<file path="src/hw/rtl/point_rotation_about_pivot_top_defines.svh">
`ifndef POINT_ROTATION_ABOUT_PIVOT_TOP_DEFINES_SVH
`define POINT_ROTATION_ABOUT_PIVOT_TOP_DEFINES_SVH

// implication checked on every clock edge outside reset
`define PRAP_ASSERT_IMPLY(lbl, ante, cons, msg) \
	lbl: assert property (@(posedge clk) disable iff (!arst_n) (ante) |-> (cons)) \
		else $error(msg);

// condition that must hold on every clock edge outside reset
`define PRAP_ASSERT_ALWAYS(lbl, cond, msg) \
	lbl: assert property (@(posedge clk) disable iff (!arst_n) (cond)) \
		else $error(msg);

`endif

</file>
<file path="src/hw/rtl/prap_pkg.sv">
`default_nettype none

package prap_pkg;

	localparam int COORD_WIDTH   = 20;
	localparam int ANGLE_WIDTH   = 17;
	localparam int CORDIC_STAGES = 16;
	localparam int TABLE_SIZE    = 24;
	localparam int NS = (CORDIC_STAGES < TABLE_SIZE) ? CORDIC_STAGES : TABLE_SIZE;
	localparam int IDX_W = $clog2(TABLE_SIZE);

	localparam int DIFF_W = COORD_WIDTH + 1;

	// angle reduction and binary angle conversion
	localparam int FULL_TURN = 23040;
	localparam int MOD_FOLDS = 5;
	localparam int MOD_BIAS  = 3 * FULL_TURN;
	localparam int V_W       = 18;
	localparam int R_W       = 15;
	localparam int RECIP       = 46604;
	localparam int RECIP_SHIFT = 21;
	localparam int PRODA_W     = 31;
	localparam int DIV45       = 45;
	localparam int A_W         = 9;
	localparam int B_W         = 6;
	localparam int FRAC_MUL    = 186413;
	localparam int FRAC_W      = 23;
	localparam int BIN_W       = A_W + FRAC_W;

	// CORDIC datapath
	localparam int CW = 34;
	localparam int ZW = 34;
	localparam logic signed [CW-1:0] GAIN = CW'(652032874);

	// output arithmetic
	localparam int RND_SHIFT = 6;
	localparam int CS_W      = CW - RND_SHIFT;
	localparam logic signed [CW-1:0] CS_HALF = CW'(1 << (RND_SHIFT - 1));
	localparam int Q_SHIFT   = 24;
	localparam int PROD_W    = DIFF_W + CS_W;
	localparam int SUM_W     = PROD_W + 1;
	localparam int RND_W     = SUM_W - Q_SHIFT;
	localparam int FULL_W    = RND_W + 1;
	localparam logic signed [SUM_W-1:0] Q_HALF = SUM_W'(1 << (Q_SHIFT - 1));

	localparam int FRONT_STAGES = 4;
	localparam int MIX_STAGES   = 4;
	localparam int LATENCY      = FRONT_STAGES + NS + MIX_STAGES;

	typedef struct packed {
		logic                     flip;
		logic signed [DIFF_W-1:0] dx;
		logic signed [DIFF_W-1:0] dy;
		logic signed [COORD_WIDTH-1:0] px;
		logic signed [COORD_WIDTH-1:0] py;
	} side_t;

	// atan(2^-i) in binary angle units, full turn = 2^32
	function automatic logic signed [ZW-1:0] arc_step(input logic [IDX_W-1:0] idx);
		logic signed [ZW-1:0] v;
		unique case (idx)
			5'd0:    v = ZW'(536870912);
			5'd1:    v = ZW'(316933405);
			5'd2:    v = ZW'(167458907);
			5'd3:    v = ZW'(85004756);
			5'd4:    v = ZW'(42667331);
			5'd5:    v = ZW'(21354465);
			5'd6:    v = ZW'(10681886);
			5'd7:    v = ZW'(5340245);
			5'd8:    v = ZW'(2670163);
			5'd9:    v = ZW'(1335086);
			5'd10:   v = ZW'(667544);
			5'd11:   v = ZW'(333772);
			5'd12:   v = ZW'(166886);
			5'd13:   v = ZW'(83443);
			5'd14:   v = ZW'(41721);
			5'd15:   v = ZW'(20860);
			5'd16:   v = ZW'(10430);
			5'd17:   v = ZW'(5215);
			5'd18:   v = ZW'(2607);
			5'd19:   v = ZW'(1303);
			5'd20:   v = ZW'(651);
			5'd21:   v = ZW'(325);
			5'd22:   v = ZW'(162);
			5'd23:   v = ZW'(81);
			default: v = '0;
		endcase
		return v;
	endfunction

endpackage

`default_nettype wire

</file>
<file path="src/hw/rtl/prap_cell.sv">
`default_nettype none

module prap_cell (
	input  wire logic                          clk,
	input  wire logic                          arst_n,
	input  wire logic [prap_pkg::IDX_W-1:0]    stage,
	input  wire logic                          in_valid,
	input  wire prap_pkg::side_t               in_side,
	input  wire logic signed [prap_pkg::CW-1:0] in_x,
	input  wire logic signed [prap_pkg::CW-1:0] in_y,
	input  wire logic signed [prap_pkg::ZW-1:0] in_z,
	output logic                               out_valid,
	output prap_pkg::side_t                    out_side,
	output logic signed [prap_pkg::CW-1:0]     out_x,
	output logic signed [prap_pkg::CW-1:0]     out_y,
	output logic signed [prap_pkg::ZW-1:0]     out_z
);

	logic signed [prap_pkg::CW-1:0] xs_w, ys_w;
	logic signed [prap_pkg::ZW-1:0] arc_w;
	logic                           pos_w;

	logic                           valid_q;
	prap_pkg::side_t                side_q;
	logic signed [prap_pkg::CW-1:0] x_q, y_q;
	logic signed [prap_pkg::ZW-1:0] z_q;

	assign xs_w  = in_x >>> stage;
	assign ys_w  = in_y >>> stage;
	assign arc_w = prap_pkg::arc_step(stage);
	assign pos_w = !in_z[prap_pkg::ZW-1];

	always_ff @(posedge clk or negedge arst_n) begin
		if (!arst_n) begin
			valid_q <= 1'b0;
		end else begin
			valid_q <= in_valid;
		end
	end

	always_ff @(posedge clk) begin
		side_q <= in_side;
		if (pos_w) begin
			x_q <= in_x - ys_w;
			y_q <= in_y + xs_w;
			z_q <= in_z - arc_w;
		end else begin
			x_q <= in_x + ys_w;
			y_q <= in_y - xs_w;
			z_q <= in_z + arc_w;
		end
	end

	assign out_valid = valid_q;
	assign out_side  = side_q;
	assign out_x     = x_q;
	assign out_y     = y_q;
	assign out_z     = z_q;

endmodule

`default_nettype wire

</file>
<file path="config.mk">
export PLATFORM = sky130hd
export DESIGN_NAME = prap_cell
export DESIGN_NICKNAME = d
export VERILOG_FILES = /design/src/hw/rtl/point_rotation_about_pivot_top_defines.svh /design/src/hw/rtl/prap_pkg.sv /design/src/hw/rtl/prap_cell.sv
export SDC_FILE = /design/constraint.sdc
export NUM_CORES = 1
export LEC_CHECK = 0
export BUFFER_PORTS_ARGS = -buffer_cell sky130_fd_sc_hd__buf_2
export CAP_MARGIN = 20
export CORE_ASPECT_RATIO = 0.5
export CORE_UTILIZATION = 56
export DETAILED_ROUTE_END_ITERATION = 7
export PLACE_DENSITY_LB_ADDON = 0.2
export REMOVE_ABC_BUFFERS = 1
export SYNTH_ARGS = -nofsm -noshare
export SYNTH_HDL_FRONTEND = slang
export SYNTH_SLANG_ARGS = --single-unit
</file>
<file path="constraint.sdc">
create_clock -name clk -period 0.8 [get_ports clk]
set_input_delay 0 -clock clk [delete_from_list [all_inputs] [get_ports clk]]
set_output_delay 0 -clock clk [all_outputs]
set_load 0.01 [all_outputs]
</file>
==> reports/results.tsv, run 1 <==
stage	metric	value	unit
outcome	status	aborted with a tool error	
outcome	stop_stage	clock tree synthesis (4_1_cts)	
outcome	stop_error	[ERROR DPL-0038] Utilization greater than 100%, impossible to legalize	
cts	clockBufferDepth	2	
logic_synthesis	yosysWarningCount	0	
logic_synthesis	synth-main-ff-cell	dfxtp_1	
logic_synthesis	synthTopCellsByArea	dfxtp_1 23%, mux4_2 10%, ha_1 8.4%	
logic_synthesis	yosysTopAreaCell	dfxtp_1	
placement	placed_cells	3212	
placement	dpl.hpwl	61500	um
logic_synthesis	synthMostInstantiatedCell	dfxtp_1	
cts	cts_resized	753	
logic_synthesis	syn_area_per_cell	8.85	um2
placement	placed_area	23700	um2
logic_synthesis	synth.ff_latch_count	186	
logic_synthesis	synth_enable_flop_cells	0	
placement	port_buffers	378	
die	die_w	243	um
logic_synthesis	synth_seq_area_share	0.230	
placement	place_ws	-4.59	ns
logic_synthesis	syn_inst	1831	
cts	htreeDepth	4	
logic_synthesis	synth_top_area_frac	0.229	
die	rows	43	
cts	root_buffer	clkbuf_16	
cts	cts_hold_buf	86	
placement	gp_congestion	1.08	
die	die-height	122	um
logic_synthesis	synth_common_cells	185 x dfxtp_1, 152 x a21oi_1, 133 x nand2_1, 130 x nor2_1, 122 x xnor2_1	
cts	cts-buffers-inserted	17	
logic_synthesis	synth_cell_types	90	
logic_synthesis	async_reset_ff_frac	0.00538	
die	initial_core_util	0.577	
logic_synthesis	synth_area	16200	um2
cts	cts.sinks	186	
die	ios	379	
cts	cts_setup_buffers	147	
-- stage by stage --
stage                     setup TNS (ns)   util  hold slack [ns]
after floorplan                  -336.17      -           -0.296
after global placement           -356.01  0.843           -0.225
after detailed placement         -369.44  0.843           -0.222
-- logic make-up after synthesis --
logic type	share of synthesized area
AND/OR/NAND/NOR	0.145
buffers and inverters	0.0420
adder cells (fa/ha/maj)	0.0879
flip-flops	0.230
XOR/XNOR	0.0962
AO/OA/AOI/OAI	0.224
multiplexers	0.175
==> run 2: changes to the inputs <==
--- a/config.mk
+++ b/config.mk
@@ -7,10 +7,9 @@
 export LEC_CHECK = 0
 export BUFFER_PORTS_ARGS = -buffer_cell sky130_fd_sc_hd__buf_2
 export CAP_MARGIN = 20
-export CORE_ASPECT_RATIO = 0.5
-export CORE_UTILIZATION = 56
+export CORE_UTILIZATION = 40
 export DETAILED_ROUTE_END_ITERATION = 7
-export PLACE_DENSITY_LB_ADDON = 0.2
+export PLACE_DENSITY_LB_ADDON = 0.15
 export REMOVE_ABC_BUFFERS = 1
 export SYNTH_ARGS = -nofsm -noshare
 export SYNTH_HDL_FRONTEND = slang
==> run 2 against run 1 <==
Net effect: the flow now finishes, with violations (design-rule violations, negative hold slack, negative setup slack); synthesized area is the same; synthesized cell count is the same.
==> reports/results.tsv, run 2 <==
stage	metric	value	unit	change
cells_and_area	area_growth	91.0	%	
drt	wl_met3	7190	um	
cts	cts_hold_buf	86		unchanged
cts	cts-buffers-inserted	17		unchanged
logic_synthesis	synthSimpleGateAreaFrac	0.145		unchanged
logic_synthesis	yosysTopAreaCell	dfxtp_1		
logic_synthesis	synth_area	16200	um2	unchanged
logic_synthesis	synth_common_cells	185 x dfxtp_1, 152 x a21oi_1, 133 x nand2_1, 130 x nor2_1, 122 x xnor2_1		
die	rows	73		+70%
logic_synthesis	synth_xor_area_frac	0.0962		unchanged
cells_and_area	nets	3441		
worst_hold_path	worstHoldPathType	in -> reg		
logic_synthesis	synth_seq_area_share	0.230		unchanged
cts	clockBufferDepth	2		unchanged
logic_synthesis	yosysWarningCount	0		unchanged
sta	fmax	0.213	GHz	
global_routing	grt_pass1_wl	117000	um	
worst_hold_path	whs_endpoint	out_z[0]		
cells_and_area	seqCellArea	3840	um2	
drt	num_vias	21900		
setup_path	critPathCaptureType	flop		
logic_synthesis	synthMostInstantiatedCell	dfxtp_1		
global_routing	antenna_found_initial	3		
die	design.die.area	41300	um2	
sta	setup_viol	288		
cts	root_buffer	clkbuf_16		
logic_synthesis	synth_cell_types	90		unchanged
pwr	ir_drop	0.00172	V	
sta	tightest_slew	1.09	ns	
drt	ant_nets	0		
worst_hold_path	min_path_cells	2		
sta	layout_min_cycle_time	4.70	ns	
cts	cts.sinks	186		unchanged
sta	slew_violations	0		
drt	wl	92800	um	
drt	wire_per_inst	25.2	um	
worst_hold_path	min_from	in_z[0]		
logic_synthesis	synthTopCellsByArea	dfxtp_1 23%, mux4_2 10%, ha_1 8.4%		
sta	hold_viol	6		
placement	dpl.hpwl	59600	um	-3.1%
global_routing	grt_max_degree	23		
cts	path_clk_slew	0.09	ns	
setup_path	critPathRequiredTime	1.22	ns	
cells_and_area	nFillCells	2477		
cts	htreeDepth	4		unchanged
setup_path	worstSetupPathType	in -> reg		
pwr	power	59.0	mW	
pwr	clkPwrFrac	0.157		
logic_synthesis	synth_enable_flop_cells	0		unchanged
drt	drt-initial-drc-count	2271		
placement	port_buffers	378		unchanged
sta	relSlewSlack	0.252		
logic_synthesis	synthAdderAreaFrac	0.0879		unchanged
cells_and_area	multiInputGateArea	14500	um2	
drt	drt-met1-wl	34200	um	
pwr	internal_power	35.3	mW	
logic_synthesis	synth-compound-area-share	0.224		unchanged
die	die-height	203	um	+66%
cts	cts_tree	yes		
sta	fin_crit_sh	5.88		
outcome	failed_checks	design-rule violations, negative hold slack, negative setup slack		
pwr	power_leakage	14.2	nW	
logic_synthesis	syn_inst	1831		unchanged
sta	setup_tns	-330.68	ns	
drt	drt_pre_antenna_iters	8		
global_routing	grt_pass1_vias	20400		
die	ios	379		unchanged
cells_and_area	most-common-layout-cells	792 x buf_4, 281 x buf_2, 207 x buf_6		
setup_path	cp.arrival	5.12	ns	
drt	viasPerCell	5.95		
pwr	power_density	1910	nW/um2	
logic_synthesis	synth_top_family_by_area	compound AO/OA/AOI/OAI gates		
placement	gp_congestion	1.01		-6.1%
job	drv_cap	0		
logic_synthesis	syn_area_per_cell	8.85	um2	unchanged
drt	met2_length	45700	um	
die	core-area	39800	um2	
logic_synthesis	synth-main-ff-cell	dfxtp_1		
sta	holdWs	-0.258	ns	
logic_synthesis	synth_top_area_frac	0.229		unchanged
logic_synthesis	async_reset_ff_frac	0.00538		unchanged
drt	drcViolationCount	1		
logic_synthesis	synth.ff_latch_count	186		unchanged
global_routing	overflow	0		
setup_path	start_kind	primary input		
global_routing	grtUsageTotal	0.372		
logic_synthesis	yosys-mux-area-fraction	0.175		unchanged
sta	layout_setup_ws	-3.90	ns	
outcome	status	finished with violations		
cells_and_area	drive_above_1_share	0.621		
setup_path	crit_fanout	8		
pwr	seqPwrFrac	0.220		
cells_and_area	layout_commonest_cell	buf_4		
pwr	p_sw_frac	0.402		
drt	highest_layer	met5		
die	initial_core_util	0.407		-0.170
pwr	p_comb_frac	0.622		
cells_and_area	largest_reg_flops	83		
die	die_w	203	um	-16%
sta	rsz0062_at_grt	yes		
pwr	p_switching	23.7	mW	
-- run 2: metal layers --
metal / vias up / track usage
li1: 9509 / -
met1: 10700 / 0.443
met2: 1267 / 0.655
met3: 385 / 0.0662
met4: 2 / 0.153
met5: - / 0
-- run 2: worst max path at each step --
stage / from / to / slack [ns]
final: stage[0] / out_z[31] / -3.90
after global routing: stage[0] / out_z[31] / -3.94
after CTS: stage[0] / out_x[33] / -3.47
after detailed placement: stage[0] / out_y[32] / -4.64
after global placement: stage[0] / out_y[33] / -4.56
after floorplan: stage[1] / out_x[33] / -4.55
-- run 2: power groups by stage --
stage / clock (mW) / sequential, mW / combinational [mW]
CTS: 9.15 / 12.4 / 29.9
global route: 9.70 / 13.1 / 38.4
finish: 9.28 / 13.0 / 36.7
global placement: 0 / 12.5 / 25.2
floorplan: 0 / 13.9 / 10.6
detailed placement: 0 / 12.5 / 25.4
-- run 2: what timing repair did --
item,4_1_cts,5_1_grt
pin swaps,182,211
endpoints found under the setup margin,288,288
resized for setup,418,480
endpoints found under the hold margin,114,10
cloned,6,0
buffers inserted,102,86
-- run 2: per-stage QoR --
step,utilization,setup slack (ns),area [um2],std cells
after floorplan,-,-4.55,15700,1726
after global placement,0.608,-4.56,24200,3401
after detailed placement,0.608,-4.64,24200,3401
after CTS,0.710,-3.47,28300,3615
after global routing,0.777,-3.94,30900,3676
final,0.777,-3.90,31000,3677
-- run 2: cell type report --
cell class / count / area share
Multi-Input combinational cell: 1488 / 0.470
Timing Repair Buffer: 1391 / 0.358
Sequential cell: 186 / 0.124
Tap cell: 525 / 0.0212
Clock buffer: 17 / 0.0137
Inverter: 52 / 0.00675
Clock inverter: 15 / 0.00643
Antenna cell: 3 / 0.000243
-- run 2: logic make-up after synthesis --
family,after synthesis
and+or+nand+nor,474
muxes,184
AOI/OAI and AO/OA,540
xor gates and xnor gates,178
DFF,186
adders and majority gates,112
buffers and inverters,157
-- run 2: critical path, stage by stage --
cell,delay (ns)
buf_12,0.11
buf_12,0.14
buf_12,0.13
buf_12,0.12
buf_6,0.10
clkinvlp_4,0.15
buf_6,0.16
ha_4,0.18
mux2i_1,0.25
a311oi_2,0.20
buf_4,0.18
nor3_4,0.18
nand4_1,0.28
or4b_4,0.61
and2_4,0.20
xor2_4,0.19
ha_4,0.19
a21o_1,0.16
a21o_1,0.20
a21o_1,0.20
a21o_1,0.19
a21o_1,0.16
a21oi_2,0.14
a21boi_4,0.24
o21ai_2,0.11
buf_4,0.16
xnor2_1,0.16
(Power assumes the default switching activity.)
==> run 3: changes to the inputs <==
--- a/config.mk
+++ b/config.mk
@@ -9,7 +9,6 @@
 export CAP_MARGIN = 20
 export CORE_UTILIZATION = 40
 export DETAILED_ROUTE_END_ITERATION = 7
-export PLACE_DENSITY_LB_ADDON = 0.15
 export REMOVE_ABC_BUFFERS = 1
 export SYNTH_ARGS = -nofsm -noshare
 export SYNTH_HDL_FRONTEND = slang
==> run 3 against run 2 <==
Net effect: the flow finishes with violations (negative hold slack, negative setup slack); combinational power down 11%; design area decreased by 5.2%; clock power fell by 2%; global-route usage increased by 0.79 points; non-clock buffer count fell by 57; first-iteration DRC count down 28%; critical path depth stayed put; setup slack improved by 0.24 ns; clock-buffer cell count stayed put; total power fell by 8.2%; critical endpoint is now out_y[32].
==> reports/results.tsv, run 3 (synthesis gave the netlist of run 2 again) <==
stage	metric	value	unit	change
global_routing	antenna_found_initial	3		unchanged
drt	drcViolationCount	0		-1
sta	hold_viol	8		+2
cts	clockBufferDepth	2		unchanged
cells_and_area	nets	3384		-1.7%
cells_and_area	area_growth	81.0	%	
sta	setup_viol	288		unchanged
sta	layout_setup_ws	-3.66	ns	+0.241 ns
setup_path	crit_fanout	7		-1
sta	fin_crit_sh	5.58		-0.301
drt	viasPerCell	5.71		-4.1%
setup_path	cp.arrival	4.87	ns	-0.25 ns
global_routing	overflow	0		unchanged
cells_and_area	drive_above_1_share	0.575		-0.0463
sta	holdWs	-0.249	ns	+0.00868 ns
global_routing	grt_max_degree	34		+48%
cts	cts_hold_buf	86		unchanged
global_routing	grtUsageTotal	0.380		+0.00793
worst_hold_path	worstHoldPathType	in -> reg		
drt	drt-initial-drc-count	1644		-28%
die	die_w	203	um	unchanged
drt	drt_pre_antenna_iters	5		-3
cts	root_buffer	clkbuf_16		
pwr	ir_drop	0.00148	V	-14%
global_routing	grt_pass1_wl	119000	um	+1.7%
cts	path_clk_slew	0.08	ns	about the same
cells_and_area	layout_commonest_cell	buf_4		
cts	cts.sinks	186		unchanged
drt	ant_nets	0		unchanged
sta	slew_violations	0		unchanged
placement	gp_congestion	1.00		-0.98%
cells_and_area	stdcell_area	29300	um2	-5.2%
pwr	power_density	1850	nW/um2	-3.1%
cts	htreeDepth	4		unchanged
cts	cts_tree	yes		
placement	dpl.hpwl	60700	um	+1.9%
placement	port_buffers	378		unchanged
global_routing	gr-usage-met3	0.0652		-0.000959
outcome	failed_checks	negative hold slack, negative setup slack		
sta	layout_min_cycle_time	4.46	ns	-0.241 ns
setup_path	cp_slowest_cell	mux2_2		
global_routing	grt_use_met1	0.433		-0.0100
setup_path	crit_start	stage[0]		
setup_path	start_kind	primary input		
die	design.die.area	41300	um2	unchanged
outcome	status	finished with violations		
die	die-height	203	um	unchanged
setup_path	critPathCaptureType	flop		
global_routing	use_met2	0.675		+0.0199
drt	wire_per_inst	23.3	um	-7.7%
sta	fmax	0.224	GHz	+5.4%
pwr	power	54.2	mW	-8.2%
setup_path	critical_path.top_delay_family	compound AO/OA/AOI/OAI gates		
setup_path	worstSetupPathType	in -> reg		
setup_path	critPathBufInv	8		-1
placement	placed_area	24000	um2	-0.79%
cells_and_area	largest_reg_flops	83		unchanged
setup_path	critPathRequiredTime	1.21	ns	about the same
sta	tightest_slew	0.804	ns	-0.289 ns
die	rows	73		unchanged
drt	wl	84300	um	-9.1%
die	ios	379		unchanged
worst_hold_path	min_from	in_z[0]		
global_routing	busiest_layer	met2		
die	core-area	39800	um2	unchanged
setup_path	cp_slowest_stage_delay	0.40	ns	-0.21 ns
job	drv_cap	0		unchanged
cts	cts-buffers-inserted	17		unchanged
cells_and_area	most-common-layout-cells	775 x buf_4, 346 x buf_2, 161 x dfxtp_1		
drt	num_vias	20700		-5.6%
sta	rsz0062_at_grt	yes		
sta	relSlewSlack	0.450		+0.198
global_routing	grt_pass1_vias	20600		+0.98%
die	initial_core_util	0.407		unchanged
pwr	power_leakage	13.6	nW	-4.1%
run 3: changes by cell type in the layout (fill, tap and decap cells not counted), moves of 14 or more:
cell     previous run  this run
buf_4             792       775
dfxtp_1            92       161
dfxtp_2            93        23
buf_6             207        94
ha_4               22         8
nor2_1             95       109
buf_2             281       346
run 3: repair_timing:
action / in CTS / in global routing
endpoints found under the setup margin: 288 / 288
cloned: 5 / 2
endpoints found under the hold margin: 109 / 6
setup buffers: 66 / 66
pin swaps: 149 / 172
gates resized for setup: 352 / 282
run 3: metal layers:
layer  up-vias  routed length (um)
met5         -                   0
met4         0                4540
met3       229                5370
met2       937               42500
met1     10100               31900
li1       9394                   -
run 3: cell type report:
class,count,area (um2)
Tap cell,525,657
Clock buffer,17,425
Antenna cell,3,7.51
Timing Repair Buffer,1334,10100
Multi-Input combinational cell,1488,14000
Inverter,52,206
Sequential cell,186,3760
Fill cell,2815,10500
Clock inverter,14,175
run 3: where the power goes:
part / switching [mW] / leakage (nW) / internal (mW)
combinational: 16.0 / 11.7 / 16.5
sequential: 0.762 / 1.57 / 11.8
clock: 4.65 / 0.294 / 4.47
run 3: final timing paths:
| path | slack, ns | endpoint | cells past startpoint |
|---|---|---|---|
| worst max-delay path | -3.66 | out_y[32] | 27 |
| worst min-delay path | -0.25 | out_z[0] | 2 |
| max in group asynchronous | 0.33 | out_valid | 3 |
| min in group asynchronous | 0.36 | out_valid | 3 |
run 3: through the flow:
stage	hold WS [ns]	std cells	setup slack (ns)	util	setup TNS, ns
2_1_floorplan	-0.296	1726	-4.55	-	-336.17
3_3_place_gp	-0.210	3374	-4.58	0.603	-365.08
3_5_place_dp	-0.209	3374	-4.60	0.603	-366.51
4_1_cts	-0.287	3559	-3.43	0.693	-295.09
5_1_grt	-0.248	3619	-3.78	0.736	-323.98
6_report	-0.249	3619	-3.66	0.736	-305.16
