File: config.mk
export PLATFORM = sky130hd
export DESIGN_NAME = prap_front
export DESIGN_NICKNAME = d
export VERILOG_FILES = /design/src/hw/rtl/prap_pkg.sv /design/src/hw/rtl/prap_front.sv
export VERILOG_INCLUDE_DIRS = /design/src /design/src/hw/rtl
export SDC_FILE = /design/constraint.sdc
export NUM_CORES = 1
export LEC_CHECK = 0
export BUFFER_PORTS_ARGS = -buffer_cell sky130_fd_sc_hd__buf_4
export CAP_MARGIN = 20
export CORE_ASPECT_RATIO = 1.2
export CORE_UTILIZATION = 52
export CTS_CLUSTER_DIAMETER = 80
export DETAILED_ROUTE_END_ITERATION = 8
export GPL_ROUTABILITY_DRIVEN = 0
export PLACE_DENSITY_LB_ADDON = 0.3
export SLEW_MARGIN = 15
export SYNTH_ARGS = -nofsm -noshare
export SYNTH_HDL_FRONTEND = slang
export SYNTH_SLANG_ARGS = --single-unit
File: constraint.sdc
create_clock -name clk -period 5.3 [get_ports clk]
set_clock_uncertainty 0.1 [all_clocks]
set_input_delay 0.53 -clock clk [delete_from_list [all_inputs] [get_ports clk]]
set_output_delay 0.53 -clock clk [all_outputs]
set_load 0.1 [all_outputs]
File: src/hw/rtl/point_rotation_about_pivot_top_defines.svh
`ifndef POINT_ROTATION_ABOUT_PIVOT_TOP_DEFINES_SVH
`define POINT_ROTATION_ABOUT_PIVOT_TOP_DEFINES_SVH

// implication checked on every clock edge outside reset
`define PRAP_ASSERT_IMPLY(lbl, ante, cons, msg) \
	lbl: assert property (@(posedge clk) disable iff (!arst_n) (ante) |-> (cons)) \
		else $error(msg);

// condition that must hold on every clock edge outside reset
`define PRAP_ASSERT_ALWAYS(lbl, cond, msg) \
	lbl: assert property (@(posedge clk) disable iff (!arst_n) (cond)) \
		else $error(msg);

`endif

File: src/hw/rtl/prap_pkg.sv
`default_nettype none

package prap_pkg;

	localparam int COORD_WIDTH   = 20;
	localparam int ANGLE_WIDTH   = 17;
	localparam int CORDIC_STAGES = 16;
	localparam int TABLE_SIZE    = 24;
	localparam int NS = (CORDIC_STAGES < TABLE_SIZE) ? CORDIC_STAGES : TABLE_SIZE;
	localparam int IDX_W = $clog2(TABLE_SIZE);

	localparam int DIFF_W = COORD_WIDTH + 1;

	// angle reduction and binary angle conversion
	localparam int FULL_TURN = 23040;
	localparam int MOD_FOLDS = 5;
	localparam int MOD_BIAS  = 3 * FULL_TURN;
	localparam int V_W       = 18;
	localparam int R_W       = 15;
	localparam int RECIP       = 46604;
	localparam int RECIP_SHIFT = 21;
	localparam int PRODA_W     = 31;
	localparam int DIV45       = 45;
	localparam int A_W         = 9;
	localparam int B_W         = 6;
	localparam int FRAC_MUL    = 186413;
	localparam int FRAC_W      = 23;
	localparam int BIN_W       = A_W + FRAC_W;

	// CORDIC datapath
	localparam int CW = 34;
	localparam int ZW = 34;
	localparam logic signed [CW-1:0] GAIN = CW'(652032874);

	// output arithmetic
	localparam int RND_SHIFT = 6;
	localparam int CS_W      = CW - RND_SHIFT;
	localparam logic signed [CW-1:0] CS_HALF = CW'(1 << (RND_SHIFT - 1));
	localparam int Q_SHIFT   = 24;
	localparam int PROD_W    = DIFF_W + CS_W;
	localparam int SUM_W     = PROD_W + 1;
	localparam int RND_W     = SUM_W - Q_SHIFT;
	localparam int FULL_W    = RND_W + 1;
	localparam logic signed [SUM_W-1:0] Q_HALF = SUM_W'(1 << (Q_SHIFT - 1));

	localparam int FRONT_STAGES = 4;
	localparam int MIX_STAGES   = 4;
	localparam int LATENCY      = FRONT_STAGES + NS + MIX_STAGES;

	typedef struct packed {
		logic                     flip;
		logic signed [DIFF_W-1:0] dx;
		logic signed [DIFF_W-1:0] dy;
		logic signed [COORD_WIDTH-1:0] px;
		logic signed [COORD_WIDTH-1:0] py;
	} side_t;

	// atan(2^-i) in binary angle units, full turn = 2^32
	function automatic logic signed [ZW-1:0] arc_step(input logic [IDX_W-1:0] idx);
		logic signed [ZW-1:0] v;
		unique case (idx)
			5'd0:    v = ZW'(536870912);
			5'd1:    v = ZW'(316933405);
			5'd2:    v = ZW'(167458907);
			5'd3:    v = ZW'(85004756);
			5'd4:    v = ZW'(42667331);
			5'd5:    v = ZW'(21354465);
			5'd6:    v = ZW'(10681886);
			5'd7:    v = ZW'(5340245);
			5'd8:    v = ZW'(2670163);
			5'd9:    v = ZW'(1335086);
			5'd10:   v = ZW'(667544);
			5'd11:   v = ZW'(333772);
			5'd12:   v = ZW'(166886);
			5'd13:   v = ZW'(83443);
			5'd14:   v = ZW'(41721);
			5'd15:   v = ZW'(20860);
			5'd16:   v = ZW'(10430);
			5'd17:   v = ZW'(5215);
			5'd18:   v = ZW'(2607);
			5'd19:   v = ZW'(1303);
			5'd20:   v = ZW'(651);
			5'd21:   v = ZW'(325);
			5'd22:   v = ZW'(162);
			5'd23:   v = ZW'(81);
			default: v = '0;
		endcase
		return v;
	endfunction

endpackage

`default_nettype wire

File: src/hw/rtl/prap_front.sv
`default_nettype none
`include "point_rotation_about_pivot_top_defines.svh"

module prap_front (
	input  wire logic                                   clk,
	input  wire logic                                   arst_n,
	input  wire logic                                   in_valid,
	input  wire logic signed [prap_pkg::COORD_WIDTH-1:0] pivot_x,
	input  wire logic signed [prap_pkg::COORD_WIDTH-1:0] pivot_y,
	input  wire logic signed [prap_pkg::COORD_WIDTH-1:0] point_x,
	input  wire logic signed [prap_pkg::COORD_WIDTH-1:0] point_y,
	input  wire logic signed [prap_pkg::ANGLE_WIDTH-1:0] turn_degrees,
	output logic                                        out_valid,
	output prap_pkg::side_t                             out_side,
	output logic signed [prap_pkg::ZW-1:0]              out_z
);

	logic [prap_pkg::V_W-1:0]     v_w;
	logic [prap_pkg::V_W-1:0]     rem_w;
	logic [prap_pkg::A_W-1:0]     a_w;
	logic [prap_pkg::R_W-1:0]     a_mul45_w;
	logic [prap_pkg::FRAC_W-1:0]  frac_w;
	logic [prap_pkg::BIN_W-1:0]   bin_w;
	logic                         flip_w;

	logic                         valid_s1, valid_s2, valid_s3, valid_s4;
	prap_pkg::side_t              side_s1, side_s2, side_s3, side_s4;
	logic [prap_pkg::R_W-1:0]     r_s1, r_s2;
	logic [prap_pkg::PRODA_W-1:0] prod_s2;
	logic [prap_pkg::A_W-1:0]     a_s3;
	logic [prap_pkg::B_W-1:0]     b_s3;
	logic signed [prap_pkg::ZW-1:0] z_s4;

	// angle modulo one turn
	always_comb begin
		v_w = prap_pkg::V_W'(int'(turn_degrees) + prap_pkg::MOD_BIAS);
		rem_w = v_w;
		for (int k = 1; k <= prap_pkg::MOD_FOLDS; k++) begin
			if (v_w >= prap_pkg::V_W'(k * prap_pkg::FULL_TURN)) begin
				rem_w = v_w - prap_pkg::V_W'(k * prap_pkg::FULL_TURN);
			end
		end
	end

	// r = 45*a + b, bin = a*2^23 + floor((b*2^23 + 22) / 45)
	assign a_w       = prod_s2[prap_pkg::RECIP_SHIFT +: prap_pkg::A_W];
	assign a_mul45_w = prap_pkg::R_W'(32'(a_w) * 32'(prap_pkg::DIV45));
	assign frac_w    = prap_pkg::FRAC_W'(32'(b_s3) * 32'(prap_pkg::FRAC_MUL)
		+ ((32'(b_s3) + 32'd1) >> 1));
	assign bin_w     = {a_s3, frac_w};
	assign flip_w    = bin_w[prap_pkg::BIN_W-1] ^ bin_w[prap_pkg::BIN_W-2];

	always_ff @(posedge clk or negedge arst_n) begin
		if (!arst_n) begin
			valid_s1 <= 1'b0;
			valid_s2 <= 1'b0;
			valid_s3 <= 1'b0;
			valid_s4 <= 1'b0;
		end else begin
			valid_s1 <= in_valid;
			valid_s2 <= valid_s1;
			valid_s3 <= valid_s2;
			valid_s4 <= valid_s3;
		end
	end

	always_ff @(posedge clk) begin
		side_s1.flip <= 1'b0;
		side_s1.dx   <= prap_pkg::DIFF_W'(point_x) - prap_pkg::DIFF_W'(pivot_x);
		side_s1.dy   <= prap_pkg::DIFF_W'(point_y) - prap_pkg::DIFF_W'(pivot_y);
		side_s1.px   <= pivot_x;
		side_s1.py   <= pivot_y;
		r_s1         <= prap_pkg::R_W'(rem_w);

		side_s2 <= side_s1;
		r_s2    <= r_s1;
		prod_s2 <= prap_pkg::PRODA_W'(32'(r_s1) * 32'(prap_pkg::RECIP));

		side_s3 <= side_s2;
		a_s3    <= a_w;
		b_s3    <= prap_pkg::B_W'(r_s2 - a_mul45_w);

		side_s4 <= {flip_w, side_s3.dx, side_s3.dy, side_s3.px, side_s3.py};
		z_s4 <= prap_pkg::ZW'($signed({bin_w[prap_pkg::BIN_W-1] ^ flip_w,
			bin_w[prap_pkg::BIN_W-2:0]}));
	end

	assign out_valid = valid_s4;
	assign out_side  = side_s4;
	assign out_z     = z_s4;

	`PRAP_ASSERT_IMPLY(a_rem_range, valid_s3, 32'(b_s3) < 32'(prap_pkg::DIV45), "remainder not below 45")
	`PRAP_ASSERT_IMPLY(a_quadrant, valid_s4, (z_s4[prap_pkg::ZW-1:30] == '0) || (z_s4[prap_pkg::ZW-1:30] == '1), "angle outside first or fourth quadrant")

endmodule

`default_nettype wire

# Yosys cells after proc, flatten, opt, wreduce, memory -nomap -nowiden
# Index checks and enable logic that the tools add are counted.
[op_classes] multipliers=3 mux=5 bitwise_logic=2 order_cmp=5 add_sub_neg=11
[ops] operator="2-to-1 mux 15 bit" n=5
[ops] operator="greater-or-equal comparator 18 x 17 -> 1 bit (second input constant)" n=3
[ops] operator="subtractor 15 bit (second input constant)" n=3
[ops] operator="subtractor 20 x 20 -> 21 bit" n=2
[ops] operator="multiplier 15 x 14 -> 28 bit (second input constant)" n=1
[ops] operator="adder 23 x 6 -> 23 bit" n=1
[ops] operator="multiplier 6 x 18 -> 23 bit (second input constant)" n=1
[ops] operator="adder 17 x 18 -> 18 bit (second input constant)" n=1
[ops] operator="greater-or-equal comparator 18 x 15 -> 1 bit (second input constant)" n=1
[ops] operator="greater-or-equal comparator 18 x 16 -> 1 bit (second input constant)" n=1
[ops] operator="subtractor 15 x 12 -> 15 bit (second input constant)" n=1
[ops] operator="subtractor 15 x 14 -> 15 bit (second input constant)" n=1
[ops] operator="multiplier 9 x 6 -> 6 bit (second input constant)" n=1
[ops] operator="adder 6 x 1 -> 7 bit (second input constant)" n=1
[ops] operator="subtractor 6 bit" n=1
[ops] operator="bitwise XOR 1 bit" n=2
[totals] in_bits=100 wordCells=53 register_bits=429

# Depth between registers and ports, before layout
# Gate-level depths: netlist of run 1.
[depth] ltp_word=7 mapped_depth=20 mapped_depth_nobuf=20

# Worst setup path after synthesis of run 1
# No wires, ideal clock.
[synth_timing] path_kind="reg-to-reg" from="register r_s1[3] in the netlist's numbering" to="register prod_s2[29] in the netlist's numbering" period_less_slack_ps=5429 setup_time_ps=72 slack_ps=-129 arrival_time_ps=5257 stages_incl_launch_ff=20 path_cell_list="dfxtp_1 -> ha_1 -> xor2_1 -> ha_1 -> fa_1 -> fa_1 -> fa_1 -> inv_1 -> fa_1 -> inv_1 -> ha_1 -> a211oi_1 -> o21ai_0 -> a2111oi_0 -> a211oi_1 -> a41oi_1 -> o211ai_1 -> o21a_1 -> nor2_1 -> xnor2_1"
[synth_via] elab_chain_cells=1
[synth_lines] element="start: declaration" line_no="prap_front.sv:28" text="logic [prap_pkg::R_W-1:0] r_s1, r_s2;"
[synth_lines] element="start signal: assignment" line_no="prap_front.sv:73" text="r_s1 <= prap_pkg::R_W'(rem_w);"
[synth_lines] element="multiplier 15 x 14 -> 28 bit" line_no="prap_front.sv:77" text="prod_s2 <= prap_pkg::PRODA_W'(32'(r_s1) * 32'(prap_pkg::RECIP));"
[synth_lines] element="end signal: assignment" line_no="prap_front.sv:77"
[synth_lines] element="end: declaration" line_no="prap_front.sv:29" text="logic [prap_pkg::PRODA_W-1:0] prod_s2;"
# Every way passes these cells.

# Final worst setup path of run 1
[layout_timing] from="register r_s1[2] in the netlist's numbering" to="register prod_s2[29] in the netlist's numbering"
# Same word-level chain as after synthesis.

==> results of run 1 <==
repair_timing:
| item | CTS | global route |
|---|---|---|
| hold buffers | 44 | 0 |
| pin swaps | 17 | 12 |
| endpoints found under the hold margin | 47 | 0 |
| resized for setup | 13 | 11 |
| endpoints found under the setup margin | 6 | 7 |
| buffers inserted | 2 | 0 |
final timing paths:
| kind | slack, ns | endpoint | depth (start not counted) | start |
|---|---|---|---|---|
| min reg2reg | 0.22 | side_s2[66] | 0 | side_s1[66] |
| max in group asynchronous | 4.77 | out_valid | 2 | arst_n |
| min in group asynchronous | 0.23 | valid_s1 | 2 | arst_n |
| min | 0.03 | r_s1[7] | 1 | turn_degrees[7] |
| max | 0.14 | prod_s2[29] | 19 | r_s1[2] |
| max reg2reg | 0.14 | prod_s2[29] | 19 | r_s1[2] |
per-layer routing:
layer,GRT usage [%],up-vias
met5,0,-
met4,10.40,2
met3,3.514,91
met2,36.96,251
met1,21.22,4965
li1,-,5327
per-stage QoR:
| stage | instances | hold slack (ns) | cell area [um^2] |
|---|---|---|---|
| after floorplan | 1426 | 0.1344 | 16460 |
| after global placement | 2048 | 0.2096 | 18650 |
| after detailed placement | 2048 | 0.2121 | 18650 |
| after CTS | 2164 | 0.0006515 | 20500 |
| after global routing | 2166 | 0.009635 | 20570 |
| final | 2166 | 0.02762 | 20570 |
cell type report:
cell class              instances  area [um^2]  share of cell area [%]
diodes                          2        5.005                 0.02433
clock buffers                  53         1099                   5.341
clock inverters                17        214.0                   1.040
inverters                     212        795.8                   3.869
multi-input cells             790         7505                   36.48
flip-flops and latches        410         8230                   40.01
well taps                     401        501.7                   2.439
repair buffers                281         2220                   10.79
worst max-delay path, cell delays in order, from the launching register on:
cell and delay, ns:
dfxtp_1 0.31, buf_4 0.16, ha_1 0.34, ha_4 0.30, fa_2 0.43, fa_1 0.55, inv_1 0.06, fa_1 0.43
fa_1 0.53, inv_2 0.05, ha_4 0.26, nand4_1 0.11, a211oi_2 0.33, a2111oi_4 0.09, a211oi_2 0.22, a41oi_2 0.16
o211ai_1 0.27, o21a_1 0.18, nor2_2 0.05, xnor2_1 0.11
kinds of logic (layout without fill, tap and decap cells):
kind of cell	count (synthesis)	in the layout	share of synthesized area, %
AO/OA/AOI/OAI	216	216	8.701
XOR/XNOR	96	96	5.157
adder cells (fa/ha/maj)	294	294	25.28
buffers and inverters	226	563	5.301
flip-flops	410	410	50.02
multiplexers	2	2	0.1293
other	0	2	0
AND/OR/NAND/NOR	182	182	5.415
synthesized netlist by cell type (14+ instances only):
cell type / count
o21ai_0: 41
fa_1: 64
nor2_1: 45
a211oi_1: 14
dfxtp_1: 406
nand3_1: 16
nor3_1: 17
ha_1: 230
inv_1: 211
xnor2_1: 73
a21oi_1: 60
nand2_1: 46
xor2_1: 22
registers in the layout (all words and copies together) (netlist names), 6 cells and up:
signal,cells
side_s3,82
out_z,32
r_s2,6
a_s3,9
b_s3,6
side_s1,82
r_s1,15
prod_s2,9
side_s2,82
out_side,83
==> summary.txt, run 1 <==
Synthesis
  • Yosys reg bits: 410
  • Post-Syn Area: 16,450 um^2
  • Synth Area per Inst: 11.54 um^2
  • Fraction of registers with async set/reset: 0.9756%
  • Mapped Cells: 1,426
  • Number of enable flip-flop cells after synthesis: 0
  • Top cells by area, synth: dfxtp_1 49%, ha_1 17%, fa_1 7.8%
  • Top cell type's share of synthesized area: 49.41%
  • Area leader, netlist: dfxtp_1
  • Primary FF master, synth: dfxtp_1
  • Sequential fraction of the synthesis area: 50.02%
  • Post-synthesis cell type count: 72
  • Net count after synthesis: 1,820
  • Synth warnings: 0

Clock network
  • Num CTS Buffers: 38
  • Clock latency on the worst-skew pair: 0.53 ns
  • Clk sinks: 410
  • CTS clk-pin slew, worst paths: 0.06 ns
  • Clk buf depth: 3
  • CTS tree: yes
  • Root buf cell: clkbuf_16
  • H-tree depth: 2

Routing
  • Met1 wire length: 12,500 um
  • Vias: 10,636
  • 1st-iter DRT viols: 401
  • Final ANT Viol Nets: 0
  • # DRC: 0
  • Metal3 WL: 1380 um
  • WL per Instance: 14.84 um
  • Uppermost layer routed: met5
  • DR vias/cell: 4.910
  • Routed WL: 32,140 um
  • Metal2 WL: 16,780 um
  • Iteration count of the initial detailed-routing pass: 5

Die
  • Die footprint: 32,350 um^2
  • Core area: 31,270 um^2
  • I/O pins: 218
  • Die Span Y: 196.8 um
  • Rows: 71
  • Die width: 164.4 um
  • Initial Utilization: 52.61%

Critical path
  • CP Class: reg -> reg
  • Crit-path max FO: 5
  • Worst Setup End Kind: flip-flop
  • Crit path required time: 5.61 ns
  • CP arrival: 5.47 ns
  • Crit path launch type: flip-flop

Global routing
  • Largest net degree at the start of global routing: 21
  • Gr usage total: 19.92%
  • Global-route wire length before repair: 50,890 um
  • GRT overflow: 0
  • Initial antenna violation count: 3
  • Vias in the first global route: 10,923

Timing
  • Endpoints failing setup: 0
  • Slack of the critical path: 0.1421 ns
  • Final Hold Fails: 0
  • Unrepaired setup endpoints after global routing: true
  • Tmin final: 5.158 ns
  • Fin Setup TNS: 0 ns
  • Slew Limit Fails: 0
  • Fmax: 193.9 MHz
  • Final Cycle Share: 97.32%
  • Slew margin rel.: 55.38%
  • Measured slew at the worst slew-check pin: 0.6693 ns

Placed design
  • Place WS: -0.1919 ns
  • # port buffers: 217
  • Detail Placement HPWL: 24,320 um

Run status
  • Status: finished clean

Layout
  • Layout filler cell count: 2,338
  • Most common cell after layout, fill and taps aside: dfxtp_1
  • Area grow syn2layout: 25.04%
  • Fin nets: 2,127
  • Layout cells sized above 1: 19.29%
  • Commonest non-fill, non-tap cells in the layout: 404 x dfxtp_1, 237 x buf_4, 222 x ha_1
  • Util after Layout: 65.78%

Hold path
  • Worst hold path class: in -> reg

Job
  • MaxCap Viol Count: 0
Power of run 1 is left out: the tool's default activity adds up to more than one toggle a clock period on the data nets, which glitch-free logic cannot reach.
==> run 2, diff against run 1 <==
- PLACE_DENSITY_LB_ADDON: 0.3 -> 0.25
==> summary.txt, run 2 (synthesis gave the netlist of run 1 again) <==
Layout
  • Fin nets: 2,108 (-0.89%)
  • Layout cells sized above 1: 19.60% (+0.31 points)
  • N_diodes: 0 (-2)
  • Area grow syn2layout: 23.57%
  • Max reg flops: 83 (unchanged)
  • Most common cell after layout, fill and taps aside: dfxtp_1
  • Commonest non-fill, non-tap cells in the layout: 401 x dfxtp_1, 237 x buf_4, 222 x ha_1
  • Util after Layout: 65.01% (-0.77 points)

Timing
  • Tmin final: 5.091 ns (-0.06665 ns)
  • Slew margin rel.: 35.65% (-20 points)
  • Endpoints failing setup: 0 (unchanged)
  • Final Cycle Share: 96.06% (-1.3 points)
  • Fmax: 196.4 MHz (+1.3%)
  • Slew Limit Fails: 0 (unchanged)
  • Final Hold Fails: 0 (unchanged)
  • Fin Setup TNS: 0 ns (unchanged)
  • Measured slew at the worst slew-check pin: 0.9409 ns (+0.2716 ns)

Critical path
  • Crit path from: r_s1[3]
  • Setup crit end: prod_s2[29]
  • Reg2Reg Depth: 18 (-1)
  • Worst Setup End Kind: flip-flop
  • CP most frequent cell: fa_1
  • Crit path launch type: flip-flop
  • Reg-to-Reg End: prod_s2[29]
  • CP max stage delay: 0.57 ns (+0.02 ns)
  • Cells along the critical path: buf_4 -> ha_4 -> buf_4 -> fa_1 -> fa_1 -> fa_1 -> fa_1 -> ha_1 -> ha_1 -> o21ai_1 -> o21ai_2 -> a211oi_2 -> a211oi_2 -> a41oi_2 -> o211ai_1 -> o21a_1 -> nor2_1 -> xnor2_1
  • Crit-path max FO: 5 (unchanged)
  • RR Startpoint: r_s1[3]
  • Crit path required time: 5.60 ns (about the same)
  • R2R Setup Slk: 0.21 ns (+0.07 ns)
  • CP Class: reg -> reg
  • Cell at the slowest stage of the critical path: fa_1
  • CP arrival: 5.39 ns (-0.08 ns)

Placed design
  • # port buffers: 217 (unchanged)
  • Detail Placement HPWL: 24,190 um (-0.53%)

Global routing
  • Vias in the first global route: 10,540 (-3.5%)
  • Initial antenna violation count: 0 (-3)
  • Gr usage total: 19.45% (-0.47 points)
  • Largest net degree at the start of global routing: 21 (unchanged)
  • Global-route wire length before repair: 49,680 um (-2.4%)
  • GRT overflow: 0 (unchanged)

Die
  • Core area: 31,270 um^2 (unchanged)
  • Initial Utilization: 52.61% (unchanged)
  • Die width: 164.4 um (unchanged)
  • I/O pins: 218 (unchanged)
  • Die footprint: 32,350 um^2 (unchanged)
  • Rows: 71 (unchanged)
  • Die Span Y: 196.8 um (unchanged)

Hold path
  • Worst hold path class: in -> reg

Routing
  • WL per Instance: 14.54 um (-2.0%)
  • Routed WL: 31,130 um (-3.1%)
  • Final ANT Viol Nets: 0 (unchanged)
  • Vias: 10,319 (-3.0%)
  • # DRC: 0 (unchanged)
  • 1st-iter DRT viols: 392 (-2.2%)
  • Iteration count of the initial detailed-routing pass: 4 (-1)
  • DR vias/cell: 4.820 (-1.8%)

Clock network
  • Num CTS Buffers: 39 (+2.6%)
  • Clk buf depth: 3 (unchanged)
  • CTS clk-pin slew, worst paths: 0.06 ns (about the same)
  • CTS tree: yes
  • Clock latency on the worst-skew pair: 0.52 ns (about the same)
  • H-tree depth: 2 (unchanged)
  • Clk sinks: 410 (unchanged)
  • Root buf cell: clkbuf_16

Job
  • MaxCap Viol Count: 0 (unchanged)

Run status
  • Status: finished clean
-- run 2: changes by cell type in the layout (fill, tap and decap cells not counted), moves of 2 or more --
cell,before,now
a21oi_1,60,58
a21oi_2,2,4
clkinv_2,4,6
clkinvlp_4,5,0
dfxtp_1,404,401
dfxtp_2,2,5
diode_2,2,0
dlygate4sd3_1,44,24
inv_1,209,211
inv_2,3,1
-- run 2: timing repair --
| item | CTS | global route |
|---|---|---|
| hold buffers | 24 | 0 |
| endpoints found under the setup margin | 3 | 6 |
| setup buffers | 2 | 2 |
| endpoints found under the hold margin | 27 | 0 |
| pin swaps | 9 | 22 |
| gates resized for setup | 8 | 19 |
-- run 2: worst min path at each step --
stage                     depth (start not counted)           to         from  slack, ns
after floorplan                                   0    out_valid       arst_n       0.13
after global placement                            0   side_s2[6]   side_s1[6]       0.21
after detailed placement                          0    out_z[23]      a_s3[0]       0.21
after CTS                                         1  side_s1[15]  pivot_y[15]     0.0008
after global routing                              1   side_s1[0]   pivot_y[0]      0.002
final                                             1  side_s1[15]  pivot_y[15]       0.03
-- run 2: layer usage --
metal | global-route usage (%) | part of all wire [%] | vias up
met5 | 0 | 0 | -
met4 | 7.679 | 2.7 | 0
met3 | 3.430 | 4.1 | 59
met2 | 36.44 | 53 | 186
met1 | 21.41 | 40 | 4789
li1 | - | - | 5285
-- run 2: worst max-delay path, delay by kind of cell (launching register included) --
family / cells / cell delay [ns]
compound gates: 7 / 1.29
xor+xnor: 1 / 0.11
fa+ha+maj: 7 / 2.81
buf+inv: 2 / 0.29
flops: 1 / 0.33
simple gates: 1 / 0.05
-- run 2: area by class of cell --
class                           count  area (um^2)
Inverter                          212        795.8
Clock buffer                       53         1109
Tap cell                          401        501.7
Fill cell                        2375        10940
Multi-Input combinational cell    790         7511
Timing Repair Buffer              261         2019
Clock inverter                     14        157.7
Sequential cell                   410         8234
-- run 2: per-stage QoR --
stage / instances / area, um^2 / hold slack [ns] / worst slack [ns]
6_report: 2141 / 20330 / 0.02595 / 0.2087
3_5_place_dp: 2046 / 18640 / 0.2121 / -0.1194
4_1_cts: 2139 / 20190 / 0.0008472 / 0.01415
3_3_place_gp: 2046 / 18640 / 0.2095 / -0.04829
2_1_floorplan: 1426 / 16460 / 0.1344 / 0.007042
5_1_grt: 2141 / 20330 / 0.001582 / -0.02425
Power of run 2 is left out for the same reason.
